--- src/rtl/aes_cbc_ram.sv ---
module aes_cbc_ram #(
    parameter int WIDTH = 64,
    parameter int DEPTH = 32
) (
    input  logic                     clk,
    input  logic                     we,
    input  logic [$clog2(DEPTH)-1:0] waddr,
    input  logic [WIDTH-1:0]         wdata,
    input  logic [$clog2(DEPTH)-1:0] raddr,
    output logic [WIDTH-1:0]         rdata
);

    logic [WIDTH-1:0] mem [DEPTH];

    always_ff @(posedge clk)
    begin
        if (we)
        begin
            mem[waddr] <= wdata;
        end
        rdata <= mem[raddr];
    end

endmodule

--- config.mk ---
export PLATFORM = sky130hd
export DESIGN_NAME = aes_cbc_ram
export DESIGN_NICKNAME = d
export VERILOG_FILES = /design/src/rtl/aes_cbc_ram.sv
export SDC_FILE = /design/constraint.sdc
export NUM_CORES = 2
export LEC_CHECK = 0
export ABC_CLOCK_PERIOD_IN_PS = 5300
export BUFFER_PORTS_ARGS = -buffer_cell sky130_fd_sc_hd__buf_2
export CORE_ASPECT_RATIO = 0.5
export CORE_MARGIN = 2
export CORE_UTILIZATION = 58
export CTS_CLUSTER_DIAMETER = 80
export DETAILED_ROUTE_END_ITERATION = 6
export MAX_ROUTING_LAYER = met4
export PLACE_DENSITY = 0.74
export SKIP_CTS_REPAIR_TIMING = 1
export SLEW_MARGIN = 20
export SYNTH_ARGS = -nofsm -noshare
export SYNTH_HDL_FRONTEND = slang
export SYNTH_SLANG_ARGS = --single-unit
--- constraint.sdc ---
create_clock -name clk -period 5.3 [get_ports clk]
set_input_delay 0 -clock clk [delete_from_list [all_inputs] [get_ports clk]]
set_output_delay 0 -clock clk [all_outputs]
set_load 0.01 [all_outputs]
==> summary.md <==
| Metric | Value |
|---|---|
| FP Rows | between 90 and 100 |
| Largest net degree at the start of global routing | 86 |
| Layout Cells excl Fill | around 5300 |
| Final number of setup-violating endpoints | 0 |
| DRT antenna net count | 0 |
| Net count after synthesis | around 3200 |
| Final Wtd Congestion | about 0.76 |
| # IOs | 140 |
| Later-pin clock latency in the skew report | about 800 ps |
| ANT cells | 0 |
| PwrDens | about 370 nW/um2 |
| Crit path DAT | between 2000 and 3000 ps |
| Die area | about 140000 um2 |
| Synthesis-to-finish area growth | 12.2% |
| Clk buf depth | 3 |
| Worst path slowest cell | buf_4 |
| Startpoint Class | input pin |
| Final nets | between 3000 and 4000 |
| Max capacitance violation total | 0 |
| Max FO, Critical Path | 38 |
| Setup CP Type | in2reg |
| Most used cell, CP | buf_4 |
| Final worst slack | 2820 ps |
| Fill cells | approximately 8000 |
| Main combinational cell family by area after synthesis | multiplexers |
| Post-route DRC | 0 |
| Min Tclk post-route | approximately 2500 ps |
| Worst slew pin tran | ~1100 ps |
| Cells after synthesis | ~3100 |
| Place WS | between 2000 and 2500 ps |
| Routed WL per cell | 34.0 um |
| Syn. warnings | 0 |
| Fin crit share | 46.8% |
| Final core occ | between 60% and 70% |
| Total Neg Setup Slack | 0 ps |
| Clk pin slew, worst setup/hold paths | approximately 70 ps |
| XOR/XNOR share of the synthesized area | 0% |
| Iteration-0 DRC Markers | 5362 |
| First-pass DRT Iterations | 6 |
| Crit-path cells | dlygate4sd3_1 -> buf_2 -> or3b_2 -> nor2_4 -> buf_4 -> buf_4 |
| Unrepaired setup endpoints after global routing | no |
| Worst setup EP type | flop |
| Root Driver | clkbuf_16 |
| CTS tree | built |
| F_max | 403 MHz |
| Chip width | roughly 530 um |
| Hold Fails Final Rpt | 0 |
| Number of global-route vias before repair | about 36000 |
| Initial antenna violation count | 0 |
| CTS HTree Levels | 4 |
| IO buf count | between 100 and 150 |
| #FFs+latches synth | roughly 2100 |
| Post-synthesis simple-gate area fraction | less than 1% |
| Max VDD drop | just under 0.0003 V |
| Remaining Overflow, GRT | 0 |
| Post-synthesis adder-cell area fraction | 0% |
| Max transition margin | between 20% and 30% |
| Placed cells | 4957 |
| DPL Wire Length | around 90000 um |
| Worst path max stage delay | approximately 700 ps |
| Layout cell share with drive strength beyond 1 | 33.1% |
| CTS sink cnt | 2112 |
| Synth Area in Compound Gates | less than 1% |
| Mapped cell area | ~79000 um2 |
| P_leak | 27.6 nW |
| Final Skew | roughly 21 ps |
| CTS buffer count | 172 |
| Hold Path Class | in2reg |
| Via count | between 30000 and 40000 |
| All-layer global routing usage | about 27% |
| First-pass GRT wire length | 261000 um |
| Post-Route WL | roughly 180000 um |
| Unique masters post-synth | 31 |
| Post-synthesis mux area share | around a fifth |
| Critical Path RT | ~5700 ps |
| Die span in y | approximately 260 um |
| Initial Utilization | between 50% and 60% |
| Synth top area cells | edfxtp_1 (78%), mux4_2 (17%), dfxtp_1 (1.6%) |
| Synth top area share | ~78% |
| Yosys top cell by area | edfxtp_1 |
| Core ar. | ~130000 um2 |
| Final-report max-slew violation count | 0 |
| Post-Syn Area per Cell | 25.5 um2 |
| Outcome | complete, no violations |
| Pwr Total | between 30 and 40 mW |
| Post-synthesis sequential area ratio | slightly below 80% |
| Routed vias/inst | around 6.7 |
-- worst paths after layout --
check,startpoint,endpoint,slack (ps),depth (start not counted)
hold / removal,waddr[4],mem[4][41]$_DFFE_PP_,2,4
setup / recovery,waddr[2],mem[17][56]$_DFFE_PP_,2820,6
hold reg to reg,mem[20][25]$_DFFE_PP_,rdata[25]$_DFF_P_,790,4
setup reg to reg,mem[10][38]$_DFFE_PP_,rdata[38]$_DFF_P_,3490,3
-- area by class of cell --
class	instances	area, um2	area share [%]
Multi-Input combinational cell	828	15700	17.7
Sequential cell	2112	62800	70.8
Inverter	1	3.75	0.00423
Clock buffer	260	5020	5.67
Timing Repair Buffer	291	2450	2.76
Clock inverter	59	457	0.515
Tap cell	1794	2240	2.53
-- metal layers --
layer | share of wire, % | global-route usage (%) | wire, um
met4 | 2.4 | 7.74 | 4310
met2 | 49 | 42.1 | 89600
met1 | 38 | 38.8 | 70000
met5 | 0 | - | 0
met3 | 9.9 | 4.23 | 18000
-- flip-flops by register name, indices dropped and copies added (netlist names) --
name   count
mem     2048
rdata     64
-- stage by stage --
step / hold WS, ps / cell area, um2
6_report: 1.61 / 88600
4_1_cts: -401 / 87900
3_5_place_dp: 403 / 82400
3_3_place_gp: 401 / 82400
5_1_grt: 18.3 / 88600
2_1_floorplan: 98.9 / 79000
-- cell families (layout without fill, tap and decap cells) --
kind of cell / Yosys count / in the layout
flops: 2112 / 2112
simple gates: 64 / 64
buf+inv: 157 / 611
mux: 714 / 714
compound gates: 50 / 50
-- synthesized netlist by cell type --
cell          n
o22ai_1      10
nand2_1       3
mux2i_1      38
edfxtp_1   2048
buf_6         3
o31a_1        3
and2_0        1
clkbuf_1     55
or3_1         1
nor2_1       41
o2bb2ai_1     3
nand3b_1      5
inv_2         1
nand2b_1      2
o211ai_1      3
mux2_2       74
o21ai_0       9
a22oi_1       3
buf_1        19
o221ai_1      3
nor2b_1       4
mux4_2      602
a211oi_1      3
dfxtp_1      64
buf_2        65
nand3_1       2
buf_4        14
a22o_1        1
a221oi_1     12
and2_1        3
or3b_2        2
-- placed cells by master, fill, tap and decap left out, types with 5 or more instances in the layout --
| master | synthesis | routed |
|---|---|---|
| o22ai_1 | 10 | 10 |
| clkbuf_8 | 0 | 26 |
| clkbuf_16 | 0 | 178 |
| dfxtp_1 | 64 | 64 |
| clkinv_2 | 0 | 23 |
| mux2_2 | 74 | 74 |
| a221oi_1 | 12 | 12 |
| nor2_1 | 41 | 9 |
| buf_12 | 0 | 27 |
| nor2_4 | 0 | 32 |
| nand3b_1 | 5 | 5 |
| edfxtp_1 | 2048 | 2048 |
| buf_2 | 65 | 134 |
| buf_4 | 14 | 54 |
| dlygate4sd3_1 | 0 | 68 |
| mux4_2 | 602 | 602 |
| o21ai_0 | 9 | 9 |
| bufinv_16 | 0 | 5 |
| clkbuf_1 | 55 | 56 |
| mux2i_1 | 38 | 38 |
| clkinv_1 | 0 | 22 |
-- critical path: cells and delay by family --
kind / cells / cell delay [ps]
buf+inv: 4 / 2000
simple gates: 2 / 730
-- power breakdown --
group | internal, mW | switching, mW | total [mW] | leakage, nW
sequential | 18.6 | 0.0978 | 18.7 | 19.0
clock | 6.80 | 5.69 | 12.5 | 2.68
combinational | 0.728 | 0.903 | 1.63 | 5.92
Power figures use the tool's default switching activity.
